`src/hw/rtl/descriptor_table_allocator_unit_defines.svh`:
```
// Assertion macros shared by the descriptor table allocator RTL.
`ifndef DESCRIPTOR_TABLE_ALLOCATOR_UNIT_DEFINES_SVH
`define DESCRIPTOR_TABLE_ALLOCATOR_UNIT_DEFINES_SVH

`ifndef SYNTHESIS

// Check a property on every rising clock edge outside reset.
`define DTA_ASSERT(lbl, prop, msg) \
   lbl: assert property (@(posedge clock) disable iff (reset) (prop)) else $error(msg);

// Check a property on every rising clock edge, reset included.
`define DTA_ASSERT_ALWAYS(lbl, prop, msg) \
   lbl: assert property (@(posedge clock) (prop)) else $error(msg);

`else

`define DTA_ASSERT(lbl, prop, msg)
`define DTA_ASSERT_ALWAYS(lbl, prop, msg)

`endif

`endif

```
`src/hw/rtl/dta_pkg.sv`:
```
// Types and constants of the descriptor table allocator.
package dta_pkg;

   localparam int unsigned SLOT_COUNT_DEF  = 64;
   localparam int unsigned HANDLE_BITS_DEF = 16;

   typedef enum logic [2:0] {
      MODE_ALLOC    = 3'd0,
      MODE_ALLOC_AT = 3'd1,
      MODE_FREE     = 3'd2,
      MODE_GET      = 3'd3,
      MODE_DUP      = 3'd4,
      MODE_DUP2     = 3'd5
   } mode_type;

   typedef enum logic [1:0] {
      STATUS_OK     = 2'd0,
      STATUS_INVAL  = 2'd1,
      STATUS_BADF   = 2'd2,
      STATUS_MFILE  = 2'd3
   } status_type;

   typedef enum logic {
      FSM_IDLE = 1'b0,
      FSM_EXEC = 1'b1
   } fsm_type;

   typedef struct packed {
      logic [2:0]  mode;
      logic [7:0]  slot_index;
      logic [7:0]  target_index;
      logic [15:0] object_handle;
   } req_type;

   typedef struct packed {
      logic [1:0]  status;
      logic [5:0]  result_index;
      logic [15:0] handle_out;
      logic        is_open;
      logic [15:0] acquired_handle;
      logic [15:0] released_handle;
   } rsp_type;

endpackage

```
`src/hw/rtl/dta_find_free.sv`:
```
// Rotated priority encoder: first empty slot at or after the start index, wrapping.
module dta_find_free #(
   parameter int unsigned SLOT_COUNT = dta_pkg::SLOT_COUNT_DEF
) (
   input  logic [SLOT_COUNT-1:0]         occupied,
   input  logic [$clog2(SLOT_COUNT)-1:0] start_index,
   output logic                          found,
   output logic [$clog2(SLOT_COUNT)-1:0] found_index
);

   localparam int unsigned IDX_W = $clog2(SLOT_COUNT);

   logic [SLOT_COUNT-1:0] free_vec;
   logic [SLOT_COUNT-1:0] upper_vec;
   logic [SLOT_COUNT-1:0] pick_vec;

   always_comb begin
      free_vec = ~occupied;
      for (int i = 0; i < SLOT_COUNT; i++) begin
         upper_vec[i] = free_vec[i] && (IDX_W'(i) >= start_index);
      end
      // prefer slots at or after the start, else wrap to the lowest
      pick_vec = (|upper_vec) ? upper_vec : free_vec;
      found    = |free_vec;
      found_index = '0;
      for (int i = SLOT_COUNT - 1; i >= 0; i--) begin
         if (pick_vec[i]) begin
            found_index = IDX_W'(i);
         end
      end
   end

endmodule

```
`src/hw/rtl/descriptor_table_allocator_unit.sv`:
```
// Top level of the descriptor table allocator: slot memory, next-fit hint and control.
//
// Descriptor table allocator. Holds SLOT_COUNT slots, each empty or holding a
// nonzero object handle of HANDLE_BITS bits, and serves one transaction at a
// time on the req_ channel: alloc (next-fit from the search hint), alloc at an
// index, free, get, dup and dup2. Every transaction gives exactly one rsp_
// transaction carrying status, result index, the looked-up handle and the
// handles whose reference counts rise and fall. At acceptance the slot memory
// is read at the source and target indexes into registers (synchronous
// read); the execute state then decides, writes back and loads the output
// register. The next request is taken once the state is idle again, while
// the previous response may still wait in the output register; the execute
// state holds only while that register is still full and not being taken.
// An occupancy bitmap in flip-flops, cleared by reset, marks live slots, so
// the table is empty right after reset without a clearing pass; the same
// bitmap feeds a rotated priority encoder that finds the free slot.
`include "descriptor_table_allocator_unit_defines.svh"

module descriptor_table_allocator_unit #(
   parameter int unsigned SLOT_COUNT  = dta_pkg::SLOT_COUNT_DEF,
   parameter int unsigned HANDLE_BITS = dta_pkg::HANDLE_BITS_DEF
) (
   input  logic             clock,
   input  logic             reset,
   input  logic             req_valid,
   output logic             req_ready,
   input  dta_pkg::req_type req_data,
   output logic             rsp_valid,
   input  logic             rsp_ready,
   output dta_pkg::rsp_type rsp_data
);

   localparam int unsigned IDX_W  = $clog2(SLOT_COUNT);
   localparam int unsigned HINT_W = $clog2(SLOT_COUNT + 1);

   // slot memory and occupancy
   logic [HANDLE_BITS-1:0] slot_mem [SLOT_COUNT];
   logic [SLOT_COUNT-1:0]  occ_ff, occ_in;
   logic [HINT_W-1:0]      hint_ff, hint_in;

   dta_pkg::fsm_type       state_ff, state_in;
   dta_pkg::req_type       req_ff;
   logic [HANDLE_BITS-1:0] rd_src_ff, rd_dst_ff;

   logic                   rsp_valid_ff, rsp_valid_in;
   dta_pkg::rsp_type       rsp_data_ff;

   // execute-cycle decision
   dta_pkg::rsp_type       res;
   logic                   wr_en;
   logic                   wr_occ;
   logic [IDX_W-1:0]       wr_idx;
   logic [HANDLE_BITS-1:0] wr_data;
   logic                   hint_upd;
   logic [HINT_W-1:0]      hint_new;
   logic                   done;
   logic                   accept;

   logic                   src_ok, dst_ok, src_occ, dst_occ;
   logic [IDX_W-1:0]       src_i, dst_i;
   logic [HANDLE_BITS-1:0] h_in, h_src, h_dst, h_new;
   logic [IDX_W-1:0]       start_idx;
   logic                   found;
   logic [IDX_W-1:0]       found_idx;

   assign req_ready = (state_ff == dta_pkg::FSM_IDLE);
   assign accept    = req_valid && req_ready;
   assign done      = (state_ff == dta_pkg::FSM_EXEC) && (!rsp_valid_ff || rsp_ready);
   assign rsp_valid = rsp_valid_ff;
   assign rsp_data  = rsp_data_ff;

   // start of the cyclic search; a hint at the table end wraps to slot zero
   assign start_idx = (hint_ff >= HINT_W'(SLOT_COUNT)) ? '0 : hint_ff[IDX_W-1:0];

   dta_find_free #(
      .SLOT_COUNT (SLOT_COUNT)
   ) u_find_free (
      .occupied    (occ_ff),
      .start_index (start_idx),
      .found       (found),
      .found_index (found_idx)
   );

   // read both indexes at acceptance, write back in the execute cycle
   always_ff @(posedge clock) begin
      if (accept) begin
         rd_src_ff <= slot_mem[req_data.slot_index[IDX_W-1:0]];
         rd_dst_ff <= slot_mem[req_data.target_index[IDX_W-1:0]];
         req_ff    <= req_data;
      end
      if (done && wr_en) begin
         slot_mem[wr_idx] <= wr_data;
      end
   end

   always_comb begin
      src_ok  = ({1'b0, req_ff.slot_index} < 9'(SLOT_COUNT));
      dst_ok  = ({1'b0, req_ff.target_index} < 9'(SLOT_COUNT));
      src_i   = req_ff.slot_index[IDX_W-1:0];
      dst_i   = req_ff.target_index[IDX_W-1:0];
      // an entry whose occupancy bit is clear reads as the empty handle
      src_occ = src_ok && occ_ff[src_i];
      dst_occ = dst_ok && occ_ff[dst_i];
      h_src   = src_occ ? rd_src_ff : '0;
      h_dst   = dst_occ ? rd_dst_ff : '0;
      h_in    = HANDLE_BITS'(req_ff.object_handle);
      h_new   = (req_ff.mode == dta_pkg::MODE_DUP) ? h_src : h_in;

      res      = '0;
      res.status = dta_pkg::STATUS_OK;
      wr_en    = 1'b0;
      wr_occ   = 1'b0;
      wr_idx   = src_i;
      wr_data  = h_new;
      hint_upd = 1'b0;
      hint_new = hint_ff;

      unique case (req_ff.mode)
         dta_pkg::MODE_ALLOC, dta_pkg::MODE_DUP: begin
            if (req_ff.mode == dta_pkg::MODE_DUP && !src_occ) begin
               res.status = dta_pkg::STATUS_BADF;
            end else if (req_ff.mode == dta_pkg::MODE_ALLOC && h_in == '0) begin
               res.status = dta_pkg::STATUS_INVAL;
            end else if (!found) begin
               res.status = dta_pkg::STATUS_MFILE;
            end else begin
               wr_en    = 1'b1;
               wr_occ   = 1'b1;
               wr_idx   = found_idx;
               hint_upd = 1'b1;
               hint_new = HINT_W'(found_idx) + HINT_W'(1);
               res.acquired_handle = 16'(h_new);
               res.result_index    = 6'(found_idx);
            end
         end
         dta_pkg::MODE_ALLOC_AT: begin
            if (h_in == '0) begin
               res.status = dta_pkg::STATUS_INVAL;
            end else if (!src_ok) begin
               res.status = dta_pkg::STATUS_BADF;
            end else begin
               wr_en  = 1'b1;
               wr_occ = 1'b1;
               res.released_handle = 16'(h_src);
               res.acquired_handle = 16'(h_in);
               res.result_index    = 6'(req_ff.slot_index);
            end
         end
         dta_pkg::MODE_FREE: begin
            if (!src_occ) begin
               res.status = dta_pkg::STATUS_BADF;
            end else begin
               // clear the occupancy bit only; the stale data is masked
               wr_occ = 1'b1;
               res.released_handle = 16'(h_src);
               if (HINT_W'(src_i) < hint_ff) begin
                  hint_upd = 1'b1;
                  hint_new = HINT_W'(src_i);
               end
            end
         end
         dta_pkg::MODE_GET: begin
            if (!src_ok) begin
               res.status = dta_pkg::STATUS_BADF;
            end else begin
               res.handle_out = 16'(h_src);
               res.is_open    = src_occ;
            end
         end
         dta_pkg::MODE_DUP2: begin
            if (!src_ok || !dst_ok || !src_occ) begin
               res.status = dta_pkg::STATUS_BADF;
            end else begin
               res.result_index = 6'(req_ff.target_index);
               if (src_i != dst_i) begin
                  wr_en   = 1'b1;
                  wr_occ  = 1'b1;
                  wr_idx  = dst_i;
                  wr_data = h_src;
                  res.released_handle = 16'(h_dst);
                  res.acquired_handle = 16'(h_src);
               end
            end
         end
         default: begin
            res.status = dta_pkg::STATUS_INVAL;
         end
      endcase
   end

   // occupancy, hint and output register next values
   always_comb begin
      occ_in       = occ_ff;
      hint_in      = hint_ff;
      rsp_valid_in = rsp_valid_ff && !rsp_ready;
      if (done) begin
         rsp_valid_in = 1'b1;
         if (wr_occ) begin
            occ_in[wr_idx] = wr_en;
         end
         if (hint_upd) begin
            hint_in = hint_new;
         end
      end
   end

   always_comb begin
      state_in = state_ff;
      unique case (state_ff)
         dta_pkg::FSM_IDLE: begin
            if (accept) begin
               state_in = dta_pkg::FSM_EXEC;
            end
         end
         dta_pkg::FSM_EXEC: begin
            if (done) begin
               state_in = dta_pkg::FSM_IDLE;
            end
         end
         default: begin
            state_in = dta_pkg::FSM_IDLE;
         end
      endcase
   end

   always_ff @(posedge clock) begin
      if (reset) begin
         state_ff     <= dta_pkg::FSM_IDLE;
         occ_ff       <= '0;
         hint_ff      <= '0;
         rsp_valid_ff <= 1'b0;
      end else begin
         state_ff     <= state_in;
         occ_ff       <= occ_in;
         hint_ff      <= hint_in;
         rsp_valid_ff <= rsp_valid_in;
      end
   end

   always_ff @(posedge clock) begin
      if (done) begin
         rsp_data_ff <= res;
      end
   end

   // hint stays within the table, end included
   `DTA_ASSERT(a_hint_range, hint_ff <= HINT_W'(SLOT_COUNT), "search hint beyond table end")
   // reset leaves an empty table with the hint at zero
   `DTA_ASSERT_ALWAYS(a_reset_clear, reset |=> (occ_ff == '0 && hint_ff == '0), "table not cleared by reset")
   // a finished transaction always lands in the output register
   `DTA_ASSERT(a_done_rsp, done |=> rsp_valid_ff, "execute cycle ended without a response")
   // the encoder only reports slots that are empty
   `DTA_ASSERT(a_found_free, found |-> !occ_ff[found_idx], "encoder picked an occupied slot")
   // an accepted request enters the execute state in the next cycle
   `DTA_ASSERT(a_accept_exec, accept |=> (state_ff == dta_pkg::FSM_EXEC), "accepted request not executed")

endmodule
```
`config.mk`:
```
export PLATFORM = sky130hd
export DESIGN_NAME = descriptor_table_allocator_unit
export DESIGN_NICKNAME = d
export VERILOG_FILES = /design/src/hw/rtl/dta_pkg.sv /design/src/hw/rtl/dta_find_free.sv /design/src/hw/rtl/descriptor_table_allocator_unit.sv
export VERILOG_INCLUDE_DIRS = /design/src /design/src/hw/rtl
export SDC_FILE = /design/constraint.sdc
export NUM_CORES = 2
export LEC_CHECK = 0
export ABC_AREA = 0
export BUFFER_PORTS_ARGS = -buffer_cell sky130_fd_sc_hd__buf_2
export CORE_UTILIZATION = 41
export DETAILED_ROUTE_END_ITERATION = 6
export PLACE_DENSITY_LB_ADDON = 0.1
export REMOVE_ABC_BUFFERS = 1
export SYNTH_ARGS = -nofsm -noshare
export SYNTH_HDL_FRONTEND = slang
export SYNTH_SLANG_ARGS = --single-unit
```
`constraint.sdc`:
```
create_clock -name clock -period 6.8 [get_ports clock]
set_clock_uncertainty 0.05 [all_clocks]
set_input_delay 1.02 -clock clock [delete_from_list [all_inputs] [get_ports clock]]
set_output_delay 1.02 -clock clock [all_outputs]
set_load 0.05 [all_outputs]
```
# Word level (Yosys, flattened, before mapping)
# Memory sizes are Yosys's and may differ from the RTL's. A register that Yosys moved wholly into a read port is not among the register bits.
# Cells that the tools add are included.
[word_totals]
elab_cells = 326
register_bits = 165
mem_count = 1
ramBits = 1024
inputBits = 39
[memory_table]
columns = ["name", "words", "width", "read_ports", "rd_clocked_by_memory_dff", "write_ports", "line_no", "text"]
rows = [
  ["slot_mem", 64, 16, 2, 2, 1, "descriptor_table_allocator_unit.sv:37", "logic [HANDLE_BITS-1:0] slot_mem [SLOT_COUNT];"],
]
[op_classes]
n_addsub = 1
bitwise_logic = 2
mux = 135
eq_ne = 11
reduce_logical = 90
order_cmp = 72
[op_table]
columns = ["operator", "count"]
rows = [
  ["$mux 6", 76],
  ["$ge 6x6->1 const A", 32],
  ["$mux 16", 10],
  ["$mux 32", 4],
  ["$reduce_or 64->1", 2],
  ["$ge 5x6->1 const A", 16],
  ["$pmux 16 s3", 2],
  ["$logic_and 1x1->1", 73],
  ["$bwmux 64", 1],
  ["$mux 64", 1],
  ["$not 64->64", 1],
  ["$ge 4x6->1 const A", 8],
  ["$mux 7", 5],
  ["$ge 3x6->1 const A", 4],
  ["$lt 6x7->1 const B", 3],
  ["$mux 1", 18],
  ["$pmux 6 s3", 1],
  ["$logic_not 16->1", 1],
  ["$lt 8x7->1 const B", 2],
  ["$mux 2", 7],
  ["$pmux 7 s2", 1],
  ["$bmux 1 s6", 2],
  ["$ge 1x6->1 const A", 2],
  ["$ge 2x6->1 const A", 2],
  ["23 further kinds", 37],
]

# Logic depth before layout (Yosys ltp)
[depth]
word_depth = 79
ltp_mapped = 23
mapped_depth_nobuf = 17

# Modules after synthesis
# A second synthesis with hierarchy kept.
[hier_totals]
hier_cells = 3240
area_unflattened_um2 = 59682.2
[modules_own_cells]
columns = ["mod", "cells_each", "n_inst", "area_each_um2", "seq_area_each_um2"]
rows = [
  ["descriptor_table_allocator_unit", 2709, 1, 56559.2, 35934.5],
  ["dta_find_free", 531, 1, 3123.0, 0.0],
]

# Least setup slack after synthesis
# Ideal clock, no wire load.
[synth_timing]
kind = "register -> register"
from = "reg req_ff[24] (netlist name)"
to = "mem slot_mem[0][10] (netlist name) (data pin)"
slack_ns = 0.358
setup_ns = 0.701
path_stages_with_launch = 13
arrival_time_ns = 5.690
required_ns = 6.049
cell_sequence = "edfxtp_1 -> buf_1 -> clkbuf_1 -> mux4_2 -> mux2i_1 -> nand3b_1 -> nand4_1 -> o41ai_1 -> clkbuf_1 -> clkbuf_1 -> clkbuf_1 -> nand2_1 -> o21ai_0"
[synth_between]
elab_chain_cells = 8
word_cells_on_any_way = 14
cone_classes = "order compare: 1; eq/ne: 1; mux: 7; reduce/logical: 5"
[synth_rtl]
columns = ["item", "line_no", "text"]
rows = [
  ["from (decl)", "descriptor_table_allocator_unit.sv:42", "dta_pkg::req_type req_ff;"],
  ["from (signal assigned)", "descriptor_table_allocator_unit.sv:89", "req_ff <= req_data;"],
  ["$bmux 1 s6", "descriptor_table_allocator_unit.sv:102", "src_occ = src_ok && occ_ff[src_i];"],
  ["$mux 1 (not written as such)", "descriptor_table_allocator_unit.sv:102", ""],
  ["$logic_and 1x1->1", "descriptor_table_allocator_unit.sv:102", ""],
  ["$mux 16", "descriptor_table_allocator_unit.sv:104", "h_src = src_occ ? rd_src_ff : '0;"],
  ["$mux 16", "descriptor_table_allocator_unit.sv:107", "h_new = (req_ff.mode == dta_pkg::MODE_DUP) ? h_src : h_in;"],
  ["$mux 16", "descriptor_table_allocator_unit.sv:175", "if (src_i != dst_i) begin"],
  ["$mux 16", "descriptor_table_allocator_unit.sv:171", "if (!src_ok || !dst_ok || !src_occ) begin"],
  ["$mux 16 (*)", "descriptor_table_allocator_unit.sv:118", "unique case (req_ff.mode)"],
  ["via wr_data[10]", "descriptor_table_allocator_unit.sv:53", "logic [HANDLE_BITS-1:0] wr_data;"],
  ["to (decl)", "descriptor_table_allocator_unit.sv:37", ""],
]
# The timed path passes the listed nets; every way through them passes the cells marked *. The select of a mux whose other input is x is not followed.

# Final worst setup path
[layout_timing]
from = "reg hint_ff[4]"
to = "reg occ_ff[19]"
[layout_between]
elab_chain_cells = 79
word_cells_on_any_way = 206
cone_classes = "order compare: 67; mux: 73; reduce/logical: 66"
[layout_rtl]
columns = ["item", "line_no", "text"]
rows = [
  ["from (decl)", "descriptor_table_allocator_unit.sv:39", "logic [HINT_W-1:0] hint_ff, hint_in;"],
  ["from (signal assigned)", "descriptor_table_allocator_unit.sv:235", "hint_ff <= hint_in;"],
  ["$ge 7x7->1", "descriptor_table_allocator_unit.sv:73", "assign start_idx = (hint_ff >= HINT_W'(SLOT_COUNT)) ? '0 : hint_ff[IDX_W-1:0];"],
  ["$mux 6 (*)", "descriptor_table_allocator_unit.sv:73", ""],
  ["$ge 1x6->1 (tied with other cells)", "dta_find_free.sv:20", "upper_vec[i] = free_vec[i] && (IDX_W'(i) >= start_index);"],
  ["$logic_and 1x1->1", "dta_find_free.sv:20", ""],
  ["$reduce_or 64->1", "dta_find_free.sv:23", "pick_vec = (|upper_vec) ? upper_vec : free_vec;"],
  ["$mux 64 (*)", "dta_find_free.sv:23", ""],
  ["$mux 6 (63 in a row)", "dta_find_free.sv:27", "if (pick_vec[i]) begin"],
  ["$mux 6 (*)", "dta_find_free.sv:27", ""],
  ["$mux 6 (*)", "descriptor_table_allocator_unit.sv:124", "end else if (!found) begin"],
  ["$mux 6 (*)", "descriptor_table_allocator_unit.sv:122", "end else if (req_ff.mode == dta_pkg::MODE_ALLOC && h_in == '0) begin"],
  ["$mux 6 (*)", "descriptor_table_allocator_unit.sv:120", "if (req_ff.mode == dta_pkg::MODE_DUP && !src_occ) begin"],
  ["$pmux 6 s2 (*)", "descriptor_table_allocator_unit.sv:118", ""],
  ["$lt 6x7->1 (not written as such) / $ge 6x1->1 (equally long branches)", "descriptor_table_allocator_unit.sv:199", "occ_in[wr_idx] = wr_en;"],
  ["$logic_and 1x1->1 (not written as such)", "descriptor_table_allocator_unit.sv:199", ""],
  ["$mux 1 (not written as such)", "descriptor_table_allocator_unit.sv:199", ""],
  ["$demux 1 s6 (*)", "descriptor_table_allocator_unit.sv:199", ""],
  ["$bwmux 64 (*)", "descriptor_table_allocator_unit.sv:199", ""],
  ["to (signal assigned)", "descriptor_table_allocator_unit.sv:234", "occ_ff <= occ_in;"],
  ["to (decl)", "descriptor_table_allocator_unit.sv:38", "logic [SLOT_COUNT-1:0] occ_ff, occ_in;"],
]
# Every way passes the cells marked *; elsewhere a longest branch is shown, timed or not.
# A chain may end at the register's enable or synchronous reset.

==> summary.txt <==
Status
  • Status: finished, final reports clean

Place
  • Pre-CTS setup slack: roughly 38 ps
  • Placer congestion estimate: 0.973
  • Post-DP HPWL: 153,000 um
  • Dpl cell area: 66,300 um^2
  • Number of port buffers: 97

GRT
  • Largest net degree at the start of global routing: between 90 and 100
  • Initial antenna violation count: 18
  • Grt ovf: 0
  • All-layer global routing usage: 0.298
  • First-pass GRT wire length: 305,000 um
  • Vias in the first global route: approximately 38k

Floorplanning
  • Starting Density: 0.413
  • # rows: between 100 and 150
  • I/O pins: just under 100
  • Die height: ~380 um
  • Die Wd: between 300 and 400 um
  • Area of the core: ~150,000 um^2
  • Die area: about 150,000 um^2

Power and ir drop
  • Int Pwr: between 0.01 and 0.015 W
  • PwrDens: 243 nW/um^2
  • P_sw: 0.00415 W
  • Sw Share: 0.242
  • Power Total: ~0.017 W
  • Leakage Power: 22.3 nW
  • Worst IR drop on VDD: approximately 0.00020 V
  • Clk network pwr share: 0.417
  • Sequential Power Share: 0.491
  • Comb pwr share: 0.092

Setup path
  • Worst Setup End Kind: register
  • Slowest CP cell: or4b_2
  • Critical-path cell list: buf_4 -> and4b_1 -> a21o_1 -> o21ai_0 -> nor2_1 -> or4b_2 -> or3_1 -> buf_4 -> and3_1 -> o311a_1 -> a21boi_0 -> a211oi_1 -> buf_4 -> o211a_1 -> a21oi_4 -> buf_4 -> buf_4 -> o21ai_1 -> o31ai_1
  • Worst EP required: ~7300 ps
  • Worst path bufs/invs: 5
  • Crit path largest cell delay: between 700 and 800 ps
  • Worst Setup Start Kind: register
  • Most used cell, CP: buf_4
  • Worst EP arrival: around 7100 ps
  • Top delay family on crit path: compound AO/OA/AOI/OAI gates
  • Setup Crit Path Kind: register to register
  • CP max FO: 42

Synth
  • Top cells by area, synth: edfxtp_1 (57%), mux4_2 (27%), dfxtp_1 (2.4%), clkbuf_1 (1.1%), nor2_1 (0.82%)
  • Commonest cells in the netlist: edfxtp_1 (1,148), mux4_2 (710), clkbuf_1 (169), nor2_1 (132), nand2_1 (123)
  • Post-Syn Area: between 60,000 and 70,000 um^2
  • EDFF count, synth: roughly 1.1k
  • Unique masters post-synth: 100
  • Warnings, synthesis: 0
  • Avg Inst Size Synth: roughly 18 um^2
  • Yosys top cell by area: edfxtp_1
  • Flops & latches, synth: 1,221
  • Asr flop ratio synth: 0
  • Area share of the largest cell type after synthesis: 0.574
  • Most frequent cell after synthesis: edfxtp_1
  • Synth Flop Type: edfxtp_1
  • Register area share after synthesis: 0.598
  • Cells after synthesis: around 3.3k

Drt
  • Vias per cell: 6.75
  • # DRC: 0
  • WL/cell: ~38 um
  • Drt pass-1 iters: 6
  • Iteration-0 DRC Markers: between 5k and 6k
  • Vias: just under 40k
  • WL final: about 220,000 um
  • DRT antenna net count: 0

Clock tree
  • Max clock buf depth: 3
  • CTS clk-pin slew, worst paths: about 70 ps
  • Sink Count: 1,221
  • Num CTS Buffers: between 100 and 150
  • CTS resizes: 0
  • Clk root buf: clkbuf_16
  • Setup Buffers After CTS: 0
  • CTS H-tree depth: 4
  • TritonCTS clock tree: done
  • Hold-fix buffers, CTS: 0
  • Worst skew pair latency: between 700 and 800 ps

Timing
  • Fmax achieved: approximately 150 MHz
  • Worst rel slew slack: 0.0702
  • Final Setup Violations: 0
  • Final hold violation count: 0
  • Final min period: about 6500 ps
  • Final period utilization: 0.959
  • RSZ-0062 raised after global routing: no
  • Slew of the pin with the lowest slew margin: 1390 ps
  • Final Max Tran Viols: 0
  • Final worst setup slack: 278 ps

Cells and area
  • Share of layout cells above drive strength 1: 0.411
  • Nets: 3,739
  • Post-route cell area: 70,700 um^2
  • Synth-to-layout area growth: 17.7%

Hold path
  • Worst hold-check path type: input pin to register

Flow run
  • Max cap viols: 0
==> cell usage in the layout, fill, tap and decap left out, drive strengths merged, types with 20 or more instances in the layout <==
cell,synthesis,routed
a31oi,20,20
nor2,139,139
a22o,33,33
nor4,37,37
clkbuf,170,169
a221oi,21,21
nor3,37,37
dfxtp,73,73
clkinv,0,51
o31ai,23,23
nand2,123,123
a21oi,77,77
a41oi,41,41
mux4,710,710
nand3,37,37
o21ai,75,75
a211oi,53,53
buf,114,513
edfxtp,1148,1148
and2,35,35
nand4,36,36
inv,42,50
==> worst paths after layout <==
check / cells past startpoint / endpoint / start / slack [ps]
worst min-delay path: 1 / h_in[14]$_DFFE_PP_ / req_data[14] / 390
worst max-delay path: 19 / occ_ff[19]$_SDFFE_PP0P_ / hint_ff[4]$_SDFFE_PP0P_ / 280
worst max register to register: 19 / occ_ff[19]$_SDFFE_PP0P_ / hint_ff[4]$_SDFFE_PP0P_ / 280
worst min register to register: 2 / rsp_valid$_SDFF_PP0_ / rsp_valid$_SDFF_PP0_ / 480
==> cell families after synthesis <==
group / share of synthesized area
flops: 0.598
mux: 0.268
simple gates: 0.0466
compound gates: 0.0612
buf+inv: 0.0229
fa+ha+maj: 0.00158
xor+xnor: 0.00102
==> worst register-to-register path: stages (launching register included) <==
cell      delay, ps
dfxtp_1         600
buf_4           240
and4b_1         380
a21o_1          190
o21ai_0         180
nor2_1          240
or4b_2          750
or3_1           460
buf_4           190
and3_1          210
o311a_1         350
a21boi_0        320
a211oi_1         90
buf_4           170
o211a_1         360
a21oi_4         250
buf_4           170
buf_4           410
o21ai_1         230
o31ai_1         510
==> flip-flops by register name, summed over array words and instances, names as in the netlist <==
register,flops
hint_ff,7
req_ff,13
rsp_data,57
state_ff,1
occ_ff,64
h_in,16
dst_i,6
slot_mem,1024
rsp_valid,1
rd_dst_ff,16
rd_src_ff,16
==> power by group through the flow <==
stage,logic [W],registers (W),clock network [W]
global placement,0.00156,0.00857,0
floorplan,0.000675,0.00862,0
detailed placement,0.00158,0.00858,0
CTS,0.00158,0.00842,0.00728
global route,0.00164,0.00842,0.00754
finish,0.00159,0.00842,0.00715
==> final cells by class <==
class                   count  area (um^2)
fillers                 12100        74900
diodes                      8         20.0
multi-input cells        1779        23300
well taps                1917         2400
inverters                  42          160
clock inverters            70          587
clock buffers             169         3660
flip-flops and latches   1221        35900
repair buffers            513         4640
==> metrics by stage <==
stage,std cells,utilization,TNS [ps],hold slack (ps)
after global routing,5711,0.485,0,349
after CTS,5711,0.485,0,343
after detailed placement,5472,0.456,0,478
after global placement,5472,0.456,0,439
after floorplan,3042,-,-2955510,439
final,5719,0.486,0,389
==> routing by layer <==
layer | vias up | track usage | routed length, um
met5 | - | 0 | 101
met4 | 14 | 0.106 | 8230
met3 | 384 | 0.0630 | 19800
met2 | 2210 | 0.458 | 102000
met1 | 20800 | 0.421 | 89400
li1 | 15200 | - | -
No activity file was read; power rests on OpenSTA's default activity.
